`config.mk`:
```
export PLATFORM = sky130hd
export DESIGN_NAME = compacting_keyed_table
export DESIGN_NICKNAME = d
export VERILOG_FILES = /design/src/rtl/ckt_pkg.sv /design/src/rtl/ckt_ram.sv /design/src/rtl/compacting_keyed_table.sv
export SDC_FILE = /design/constraint.sdc
export NUM_CORES = 2
export LEC_CHECK = 0
export BUFFER_PORTS_ARGS = -buffer_cell sky130_fd_sc_hd__buf_2
export CORE_ASPECT_RATIO = 1.25
export CORE_MARGIN = 8
export CORE_UTILIZATION = 50
export DETAILED_ROUTE_END_ITERATION = 10
export GPL_TIMING_DRIVEN = 0
export PLACE_DENSITY_LB_ADDON = 0.08
export SETUP_SLACK_MARGIN = 0.02
export SYNTH_ARGS = -nofsm -noshare
export SYNTH_HDL_FRONTEND = slang
export SYNTH_SLANG_ARGS = --single-unit
```
`constraint.sdc`:
```
create_clock -name clk -period 7.6 [get_ports clk]
set_input_delay 1.52 -clock clk [delete_from_list [all_inputs] [get_ports clk]]
set_output_delay 1.52 -clock clk [all_outputs]
set_load 0.02 [all_outputs]
```
`src/rtl/ckt_pkg.sv`:
```
// ----------------------------------------------------------------------------
// ckt_pkg: shared types and program store for the compacting keyed table
// Table sizes, field widths, status codes and the sequencer program that
// drives the table datapath.
// ----------------------------------------------------------------------------
package ckt_pkg;

	// Table geometry
	localparam int DEPTH   = 64;
	localparam int IDX_W   = $clog2(DEPTH);
	localparam int CNT_W   = $clog2(DEPTH + 1);

	// Field widths
	localparam int REQ_W   = 2;
	localparam int CODE_W  = 32;
	localparam int VALUE_W = 24;
	localparam int STAT_W  = 3;
	localparam int ECNT_W  = 7;
	localparam int TOTAL_W = 30;
	localparam int ENTRY_W = CODE_W + VALUE_W;

	// Request codes
	localparam logic [REQ_W-1:0] REQ_APPEND = 2'd0;
	localparam logic [REQ_W-1:0] REQ_DELETE = 2'd1;
	localparam logic [REQ_W-1:0] REQ_LIST   = 2'd2;

	typedef enum logic [STAT_W-1:0] {
		ST_DONE      = 3'd0,
		ST_FULL      = 3'd1,
		ST_NOT_FOUND = 3'd2,
		ST_ENTRY     = 3'd3,
		ST_EMPTY     = 3'd4
	} status_t;

	// Branch conditions
	typedef enum logic [2:0] {
		COND_NONE     = 3'd0,
		COND_ALWAYS   = 3'd1,
		COND_DISPATCH = 3'd2,
		COND_FULL     = 3'd3,
		COND_IDX_END  = 3'd4,
		COND_LAST     = 3'd5,
		COND_MATCH    = 3'd6,
		COND_EMPTY    = 3'd7
	} cond_t;

	typedef enum logic [1:0] {
		IDX_HOLD  = 2'd0,
		IDX_CLEAR = 2'd1,
		IDX_INC   = 2'd2
	} idx_op_t;

	typedef enum logic [1:0] {
		WR_NONE   = 2'd0,
		WR_APPEND = 2'd1,
		WR_SHIFT  = 2'd2
	} wr_op_t;

	typedef enum logic [1:0] {
		CNT_HOLD = 2'd0,
		CNT_INC  = 2'd1,
		CNT_DEC  = 2'd2
	} cnt_op_t;

	typedef enum logic [1:0] {
		TOT_HOLD = 2'd0,
		TOT_ADD  = 2'd1,
		TOT_SUB  = 2'd2
	} tot_op_t;

	// Program steps
	localparam int STEP_W = 5;
	localparam logic [STEP_W-1:0] STEP_FETCH      = 5'd0;
	localparam logic [STEP_W-1:0] STEP_APP_CHK    = 5'd1;
	localparam logic [STEP_W-1:0] STEP_APP_WR     = 5'd2;
	localparam logic [STEP_W-1:0] STEP_DEL_CHK    = 5'd3;
	localparam logic [STEP_W-1:0] STEP_DEL_CMP    = 5'd4;
	localparam logic [STEP_W-1:0] STEP_DEL_NXT    = 5'd5;
	localparam logic [STEP_W-1:0] STEP_DEL_HIT    = 5'd6;
	localparam logic [STEP_W-1:0] STEP_SH_CHK     = 5'd7;
	localparam logic [STEP_W-1:0] STEP_SH_WR      = 5'd8;
	localparam logic [STEP_W-1:0] STEP_SH_END     = 5'd9;
	localparam logic [STEP_W-1:0] STEP_EMIT_DONE  = 5'd10;
	localparam logic [STEP_W-1:0] STEP_EMIT_FULL  = 5'd11;
	localparam logic [STEP_W-1:0] STEP_EMIT_NF    = 5'd12;
	localparam logic [STEP_W-1:0] STEP_LIST_CHK   = 5'd13;
	localparam logic [STEP_W-1:0] STEP_LIST_RD    = 5'd14;
	localparam logic [STEP_W-1:0] STEP_LIST_EMIT  = 5'd15;
	localparam logic [STEP_W-1:0] STEP_LIST_NXT   = 5'd16;
	localparam logic [STEP_W-1:0] STEP_EMIT_EMPTY = 5'd17;

	// One control word per program step
	typedef struct packed {
		logic              accept;
		cond_t             cond;
		logic [STEP_W-1:0] target;
		idx_op_t           idx_op;
		logic              rd_next;
		wr_op_t            wr_op;
		cnt_op_t           cnt_op;
		tot_op_t           tot_op;
		logic              emit;
		status_t           status;
	} uword_t;

	// Entry point of each request type
	function automatic logic [STEP_W-1:0] dispatch(input logic [REQ_W-1:0] req);
		logic [STEP_W-1:0] s;
		unique case (req)
			REQ_APPEND: s = STEP_APP_CHK;
			REQ_DELETE: s = STEP_DEL_CHK;
			REQ_LIST:   s = STEP_LIST_CHK;
			default:    s = STEP_EMIT_DONE;
		endcase
		return s;
	endfunction

	// Program store
	function automatic uword_t ucode(input logic [STEP_W-1:0] step);
		uword_t w;
		w = '0;
		unique case (step)
			STEP_FETCH: begin
				w.accept = 1'b1;
				w.cond   = COND_DISPATCH;
				w.idx_op = IDX_CLEAR;
			end
			STEP_APP_CHK: begin
				w.cond   = COND_FULL;
				w.target = STEP_EMIT_FULL;
			end
			STEP_APP_WR: begin
				w.wr_op  = WR_APPEND;
				w.cnt_op = CNT_INC;
				w.tot_op = TOT_ADD;
				w.cond   = COND_ALWAYS;
				w.target = STEP_EMIT_DONE;
			end
			STEP_DEL_CHK: begin
				w.cond   = COND_IDX_END;
				w.target = STEP_EMIT_NF;
			end
			STEP_DEL_CMP: begin
				w.cond   = COND_MATCH;
				w.target = STEP_DEL_HIT;
			end
			STEP_DEL_NXT: begin
				w.idx_op = IDX_INC;
				w.cond   = COND_ALWAYS;
				w.target = STEP_DEL_CHK;
			end
			STEP_DEL_HIT: begin
				w.tot_op = TOT_SUB;
			end
			STEP_SH_CHK: begin
				w.rd_next = 1'b1;
				w.cond    = COND_LAST;
				w.target  = STEP_SH_END;
			end
			STEP_SH_WR: begin
				w.wr_op  = WR_SHIFT;
				w.idx_op = IDX_INC;
				w.cond   = COND_ALWAYS;
				w.target = STEP_SH_CHK;
			end
			STEP_SH_END: begin
				w.cnt_op = CNT_DEC;
			end
			STEP_EMIT_DONE: begin
				w.emit   = 1'b1;
				w.status = ST_DONE;
				w.cond   = COND_ALWAYS;
				w.target = STEP_FETCH;
			end
			STEP_EMIT_FULL: begin
				w.emit   = 1'b1;
				w.status = ST_FULL;
				w.cond   = COND_ALWAYS;
				w.target = STEP_FETCH;
			end
			STEP_EMIT_NF: begin
				w.emit   = 1'b1;
				w.status = ST_NOT_FOUND;
				w.cond   = COND_ALWAYS;
				w.target = STEP_FETCH;
			end
			STEP_LIST_CHK: begin
				w.cond   = COND_EMPTY;
				w.target = STEP_EMIT_EMPTY;
			end
			STEP_LIST_RD: begin
				w.cond = COND_NONE;
			end
			STEP_LIST_EMIT: begin
				w.emit   = 1'b1;
				w.status = ST_ENTRY;
				w.cond   = COND_LAST;
				w.target = STEP_FETCH;
			end
			STEP_LIST_NXT: begin
				w.idx_op = IDX_INC;
				w.cond   = COND_ALWAYS;
				w.target = STEP_LIST_RD;
			end
			STEP_EMIT_EMPTY: begin
				w.emit   = 1'b1;
				w.status = ST_EMPTY;
				w.cond   = COND_ALWAYS;
				w.target = STEP_FETCH;
			end
			default: begin
				w.cond   = COND_ALWAYS;
				w.target = STEP_FETCH;
			end
		endcase
		return w;
	endfunction

endpackage

```
`src/rtl/ckt_ram.sv`:
```
// ----------------------------------------------------------------------------
// ckt_ram: generic single-clock RAM
// One write port and one read port; read data is registered.
// ----------------------------------------------------------------------------
module ckt_ram #(
	parameter int WIDTH = 8,
	parameter int DEPTH = 16
) (
	input  logic                     clk,
	input  logic                     wr_en,
	input  logic [$clog2(DEPTH)-1:0] wr_addr,
	input  logic [WIDTH-1:0]         wr_data,
	input  logic [$clog2(DEPTH)-1:0] rd_addr,
	output logic [WIDTH-1:0]         rd_data
);

	logic [WIDTH-1:0] mem [DEPTH];

	// Write port
	always_ff @(posedge clk) begin
		if (wr_en) begin
			mem[wr_addr] <= wr_data;
		end
	end

	// Registered read port
	always_ff @(posedge clk) begin
		rd_data <= mem[rd_addr];
	end

endmodule

```
`src/rtl/compacting_keyed_table.sv`:
```
// ----------------------------------------------------------------------------
// compacting_keyed_table: ordered table of (code, value) entries
// Append, delete-by-code with compaction, and list, with a held count and
// a running total of the values.
// ----------------------------------------------------------------------------
// A request is taken only while the sequencer sits at its fetch step; every
// request then runs to completion before the next is taken. Append checks
// for a full table and then writes at the end; delete compares entries from
// the front until a match, then moves each later entry down one place, and a
// miss scans every held entry; list reads and emits each entry in turn, or
// reports an empty table; an unknown request only reports done. The program
// steps through the entry RAM, with one write port and a registered read
// port, one entry at a time, and a stalled result side holds the step that
// emits a result.
// The result register lets a finished result wait while the next step runs.
// ----------------------------------------------------------------------------
module compacting_keyed_table
	import ckt_pkg::*;
(
	input  logic               clk,
	input  logic               arst_n,
	input  logic               in_valid,
	output logic               in_stall,
	input  logic [REQ_W-1:0]   req_type,
	input  logic [CODE_W-1:0]  req_code,
	input  logic [VALUE_W-1:0] item_value,
	output logic               out_valid,
	input  logic               out_stall,
	output logic [STAT_W-1:0]  status,
	output logic [ECNT_W-1:0]  entry_count,
	output logic [TOTAL_W-1:0] value_total,
	output logic [CODE_W-1:0]  entry_code,
	output logic [VALUE_W-1:0] entry_value,
	output logic               last
);

	// Sequencer and datapath registers
	logic [STEP_W-1:0]  pc_q;
	logic [CNT_W-1:0]   cnt_q;
	logic [CNT_W-1:0]   idx_q;
	logic [TOTAL_W-1:0] total_q;
	logic [CODE_W-1:0]  req_code_q;
	logic [VALUE_W-1:0] req_value_q;

	// Result register
	logic               out_valid_q;
	status_t            out_status_q;
	logic [ECNT_W-1:0]  out_count_q;
	logic [TOTAL_W-1:0] out_total_q;
	logic [CODE_W-1:0]  out_code_q;
	logic [VALUE_W-1:0] out_value_q;
	logic               out_last_q;

	uword_t             uw;
	logic               in_fire;
	logic               out_free;
	logic               hold;
	logic               go;
	logic               taken;
	logic               idx_last;
	logic               emit_load;
	logic               wr_en;
	logic [IDX_W-1:0]   wr_addr;
	logic [ENTRY_W-1:0] wr_data;
	logic [IDX_W-1:0]   rd_addr;
	logic [ENTRY_W-1:0] rd_data;
	logic [CODE_W-1:0]  rd_code;
	logic [VALUE_W-1:0] rd_value;

	// Decode the current step
	assign uw       = ucode(pc_q);
	assign in_stall = !uw.accept;
	assign in_fire  = in_valid && uw.accept;
	assign out_free = !out_valid_q || !out_stall;
	assign hold     = (uw.accept && !in_valid) || (uw.emit && !out_free);
	assign go       = !hold;
	assign idx_last = (idx_q + CNT_W'(1)) == cnt_q;
	assign emit_load = go && uw.emit;

	assign rd_code  = rd_data[ENTRY_W-1:VALUE_W];
	assign rd_value = rd_data[VALUE_W-1:0];

	// Evaluate the branch condition
	always_comb begin
		unique case (uw.cond)
			COND_NONE:     taken = 1'b0;
			COND_ALWAYS:   taken = 1'b1;
			COND_DISPATCH: taken = 1'b1;
			COND_FULL:     taken = cnt_q == CNT_W'(DEPTH);
			COND_IDX_END:  taken = idx_q == cnt_q;
			COND_LAST:     taken = idx_last;
			COND_MATCH:    taken = rd_code == req_code_q;
			COND_EMPTY:    taken = cnt_q == '0;
			default:       taken = 1'b0;
		endcase
	end

	// Advance the step counter
	always_ff @(posedge clk or negedge arst_n) begin
		if (!arst_n) begin
			pc_q <= STEP_FETCH;
		end else if (go) begin
			if (uw.cond == COND_DISPATCH) begin
				pc_q <= dispatch(req_type);
			end else if (taken) begin
				pc_q <= uw.target;
			end else begin
				pc_q <= pc_q + STEP_W'(1);
			end
		end
	end

	// Latch the request payload
	always_ff @(posedge clk) begin
		if (in_fire) begin
			req_code_q  <= req_code;
			req_value_q <= item_value;
		end
	end

	// Update index, count and total
	always_ff @(posedge clk or negedge arst_n) begin
		if (!arst_n) begin
			idx_q   <= '0;
			cnt_q   <= '0;
			total_q <= '0;
		end else if (go) begin
			unique case (uw.idx_op)
				IDX_CLEAR: idx_q <= '0;
				IDX_INC:   idx_q <= idx_q + CNT_W'(1);
				default:   idx_q <= idx_q;
			endcase
			unique case (uw.cnt_op)
				CNT_INC: cnt_q <= cnt_q + CNT_W'(1);
				CNT_DEC: cnt_q <= cnt_q - CNT_W'(1);
				default: cnt_q <= cnt_q;
			endcase
			unique case (uw.tot_op)
				TOT_ADD: total_q <= total_q + TOTAL_W'(req_value_q);
				TOT_SUB: total_q <= total_q - TOTAL_W'(rd_value);
				default: total_q <= total_q;
			endcase
		end
	end

	// Drive the entry RAM ports
	always_comb begin
		wr_en   = 1'b0;
		wr_addr = idx_q[IDX_W-1:0];
		wr_data = rd_data;
		unique case (uw.wr_op)
			WR_APPEND: begin
				wr_en   = go;
				wr_addr = cnt_q[IDX_W-1:0];
				wr_data = {req_code_q, req_value_q};
			end
			WR_SHIFT: begin
				wr_en   = go;
				wr_addr = idx_q[IDX_W-1:0];
				wr_data = rd_data;
			end
			default: begin
				wr_en = 1'b0;
			end
		endcase
	end

	assign rd_addr = uw.rd_next ? IDX_W'(idx_q + CNT_W'(1)) : idx_q[IDX_W-1:0];

	ckt_ram #(
		.WIDTH(ENTRY_W),
		.DEPTH(DEPTH)
	) u_entries (
		.clk    (clk),
		.wr_en  (wr_en),
		.wr_addr(wr_addr),
		.wr_data(wr_data),
		.rd_addr(rd_addr),
		.rd_data(rd_data)
	);

	// Hold or drop the result register
	always_ff @(posedge clk or negedge arst_n) begin
		if (!arst_n) begin
			out_valid_q <= 1'b0;
		end else if (emit_load) begin
			out_valid_q <= 1'b1;
		end else if (!out_stall) begin
			out_valid_q <= 1'b0;
		end
	end

	// Load the result payload
	always_ff @(posedge clk) begin
		if (emit_load) begin
			out_status_q <= uw.status;
			out_count_q  <= ECNT_W'(cnt_q);
			out_total_q  <= total_q;
			if (uw.status == ST_ENTRY) begin
				out_code_q  <= rd_code;
				out_value_q <= rd_value;
				out_last_q  <= idx_last;
			end else begin
				out_code_q  <= '0;
				out_value_q <= '0;
				out_last_q  <= 1'b1;
			end
		end
	end

	assign out_valid   = out_valid_q;
	assign status      = out_status_q;
	assign entry_count = out_count_q;
	assign value_total = out_total_q;
	assign entry_code  = out_code_q;
	assign entry_value = out_value_q;
	assign last        = out_last_q;

	// Check table bookkeeping
	a_cnt_bound: assert property (@(posedge clk) disable iff (!arst_n)
		cnt_q <= CNT_W'(DEPTH))
		else $error("held count exceeds table depth");

	a_idx_bound: assert property (@(posedge clk) disable iff (!arst_n)
		idx_q <= cnt_q)
		else $error("entry index runs past held count");

	a_cnt_step: assert property (@(posedge clk) disable iff (!arst_n)
		cnt_q != $past(cnt_q) |-> ($past(pc_q) == STEP_APP_WR || $past(pc_q) == STEP_SH_END))
		else $error("held count changed outside append or compaction end");

	a_no_overrun: assert property (@(posedge clk) disable iff (!arst_n)
		emit_load |-> (!out_valid_q || !out_stall))
		else $error("result loaded over a stalled result");

	a_wr_steps: assert property (@(posedge clk) disable iff (!arst_n)
		wr_en |-> (pc_q == STEP_APP_WR || pc_q == STEP_SH_WR))
		else $error("entry RAM written outside a write step");

endmodule

```
==> results_dict.tcl <==
set metrics [dict create \
    drv_cap 0 \
    layout_commonest_cell "edfxtp_1" \
    path_max_fanout 10 \
    power_density_mw_per_mm2 425 \
    cp-start-kind "flop" \
    met3_usage 0.0460 \
    io_pins 161 \
    n_fill_cell 21100 \
    clock_sinks 3843 \
    cts_inserted_buffers 380 \
    cts_max_level 5 \
    layout_common_cells "3737 x edfxtp_1, 1176 x mux4_2, 392 x clkbuf_16" \
    status "finished clean" \
    die_area_mm2 0.314 \
    finish.utilization 0.581 \
    tns_ns 0 \
    slew-limit-headroom 0.0390 \
    grt_max_degree 65 \
    coreArea_mm2 0.295 \
    fmax_mhz 155 \
    cts_setup_buffers 0 \
    vias 71200 \
    clk_path_buf_depth 4 \
    reg2reg_depth 21 \
    gr-max-usage-layer "met2" \
    final_hold_viol_count 0 \
    synth_ff_type "edfxtp_1" \
    drv_slew 0 \
    cts_root_buf "clkbuf_16" \
    min-delay-start "total_q[0]" \
    finalClockSkew_ns 0.0472 \
    holdWs_ns 0.483 \
    grt_pass1_vias 73000 \
    cellLeakagePower_nw 54.1 \
    io_buffer_count 160 \
    wl_per_cell_um 37.3 \
    grt_use_met2 0.444 \
    yosysSeqAreaShare 0.773 \
    arrival_ns 7.20 \
    grt.overflow.total 0 \
    synth_seq_cells 3843 \
    syn_nets 6320 \
    cp-startpoint "pc_q[3]" \
    drive_above_1_share 0.323 \
    die_w_um 503 \
    holdBufCountCts 0 \
    drt_iter0_markers 9065 \
    drcViolationCount 0 \
    synth_cells 6212 \
    rrSetupSlack_ns 1.15 \
    antenna_found_initial 30 \
    nNetsFinal 7072 \
    finalWirelength_um 419000 \
    dp_hpwl_um 284000 \
    synth_warnings 0 \
    hold_depth 0 \
    reg2reg_to "total_q[20]" \
    postRouteAntennaNets 0 \
    num_rows 223 \
    first_pass_iters 8 \
    syn_area_mm2 0.148 \
    synth_cell_types 66 \
    hold_class "flop to flop" \
    async_flop_share 0.0130 \
    track_usage 0.265 \
    grt_pass1_wl_um 580000 \
    viasPerCell 6.34 \
    timing.final.crit_share 0.849 \
    die_h_um 625 \
    place_congestion 0.828 \
    synth-edff-count 3737 \
    clock_latency_ns 0.90 \
    cts_tree "built" \
    worst-setup-path-type "flop to flop" \
    path_clk_slew_ns 0.06 \
    worst_slew_pin_slew_ns 1.44 \
    avgSynthCellArea_um2 23.9 \
    crit_path_end "total_q[20]" \
    postCtsResizedCells 0 \
    setup_violations 0 \
    vdd_drop_max_mv 0.353 \
    regToRegStartpoint "pc_q[3]" \
    required_ns 8.35 \
    fin_crit_ns 6.45 \
    start_util 0.503 \
    met1_usage 0.358 \
    end_kind "flop" \
    area_growth_pct 15.5 \
    rsz0062_at_grt "false" \
]
-- layout make-up --
class / instances / area (um^2) / area share
antenna: 21 / 52.6 / 0.000307
buffer: 316 / 1380 / 0.00805
clock buffer: 485 / 10300 / 0.0600
clock inverter: 203 / 1950 / 0.0114
inverter: 31 / 116 / 0.000680
multi-input combinational: 2022 / 32700 / 0.191
sequential: 3843 / 115000 / 0.669
tap: 3937 / 4930 / 0.0288
timing repair buffer: 370 / 5250 / 0.0307
-- metrics by stage --
step	power (W)	setup WS [ns]	instances	area (um^2)
2_1_floorplan	0.0445	0.923	6212	148000
3_3_place_gp	0.0539	-3.68	10300	154000
3_5_place_dp	0.0548	1.18	10500	159000
4_1_cts	0.0734	1.12	11200	171000
5_1_grt	0.0751	0.773	11200	171000
6_report	0.0727	1.15	11200	171000
-- synth_stat cells (all sizes together), types with 11 or more instances --
cell type / number / share of area
a21o: 19 / 0.00096
a21oi: 54 / 0.0018
a31oi: 18 / 0.00076
and2: 63 / 0.0027
and3: 11 / 0.00046
buf: 167 / 0.0054
clkbuf: 149 / 0.0038
dfrtp: 50 / 0.0084
dfxtp: 56 / 0.0076
edfxtp: 3737 / 0.76
ha: 44 / 0.0037
inv: 31 / 0.00079
mux2: 63 / 0.0048
mux4: 1176 / 0.18
nand2: 78 / 0.0020
nand2b: 19 / 0.00080
nand3: 15 / 0.00051
nand4: 17 / 0.00072
nor2: 135 / 0.0034
nor2b: 15 / 0.00068
nor3: 22 / 0.00074
o21ai: 63 / 0.0021
o31ai: 11 / 0.00056
xnor2: 60 / 0.0035
xor2: 31 / 0.0018
-- how the worst min path moves through the flow --
stage                          end
finish              value_total[0]
global route        value_total[6]
CTS                 value_total[0]
detailed placement  value_total[0]
global placement    value_total[0]
floorplan           value_total[0]
-- kinds of logic after synthesis --
group / Yosys count / share of synthesized area
adders and majority gates: 46 / 0.00398
and+or+nand+nor: 424 / 0.0144
buffers and inverters: 347 / 0.00993
DFF: 3843 / 0.773
muxes: 1248 / 0.184
AOI/OAI and AO/OA: 213 / 0.00903
xor gates and xnor gates: 91 / 0.00538
-- routing by layer --
layer	wire length (um)	vias up
met1	160000	39100
met4	15800	8
met3	33400	637
met5	62	-
li1	-	28200
met2	210000	3168
-- state kept, by name, indices dropped and copies added (netlist names) --
name               count
cnt_q                  7
entry_code            32
entry_count            7
entry_value           24
idx_q                  7
last                   1
out_valid              1
pc_q                   5
req_code_q            32
req_value_q           24
status                 3
total_q               30
u_entries.mem       3584
u_entries.rd_data     56
value_total           30
-- power by group --
| part | switching, W | total (W) | internal, W |
|---|---|---|---|
| Clock | 0.00791 | 0.0187 | 0.0108 |
| Sequential | 0.000591 | 0.0286 | 0.0280 |
| Combinational | 0.0156 | 0.0254 | 0.00988 |
| Total | 0.0241 | 0.0727 | 0.0487 |
-- critical path, stage by stage, from the launching register on --
cell and delay (ns):
dfrtp_1 0.37, buf_2 0.19, buf_2 0.21, clkbuf_1 0.25
nor3_1 0.45, ha_1 0.23, clkbuf_1 0.43, clkbuf_1 0.65
nand2_1 0.09, o21ai_0 0.12, ha_1 0.21, inv_1 0.06
fa_1 0.43, a21o_1 0.18, a21o_1 0.21, a2111oi_0 0.39
o21ai_0 0.28, a31oi_1 0.45, o21ai_0 0.41, a31oi_1 0.41
xor2_1 0.19, o21ai_0 0.09
Power figures use the tool's default switching activity.
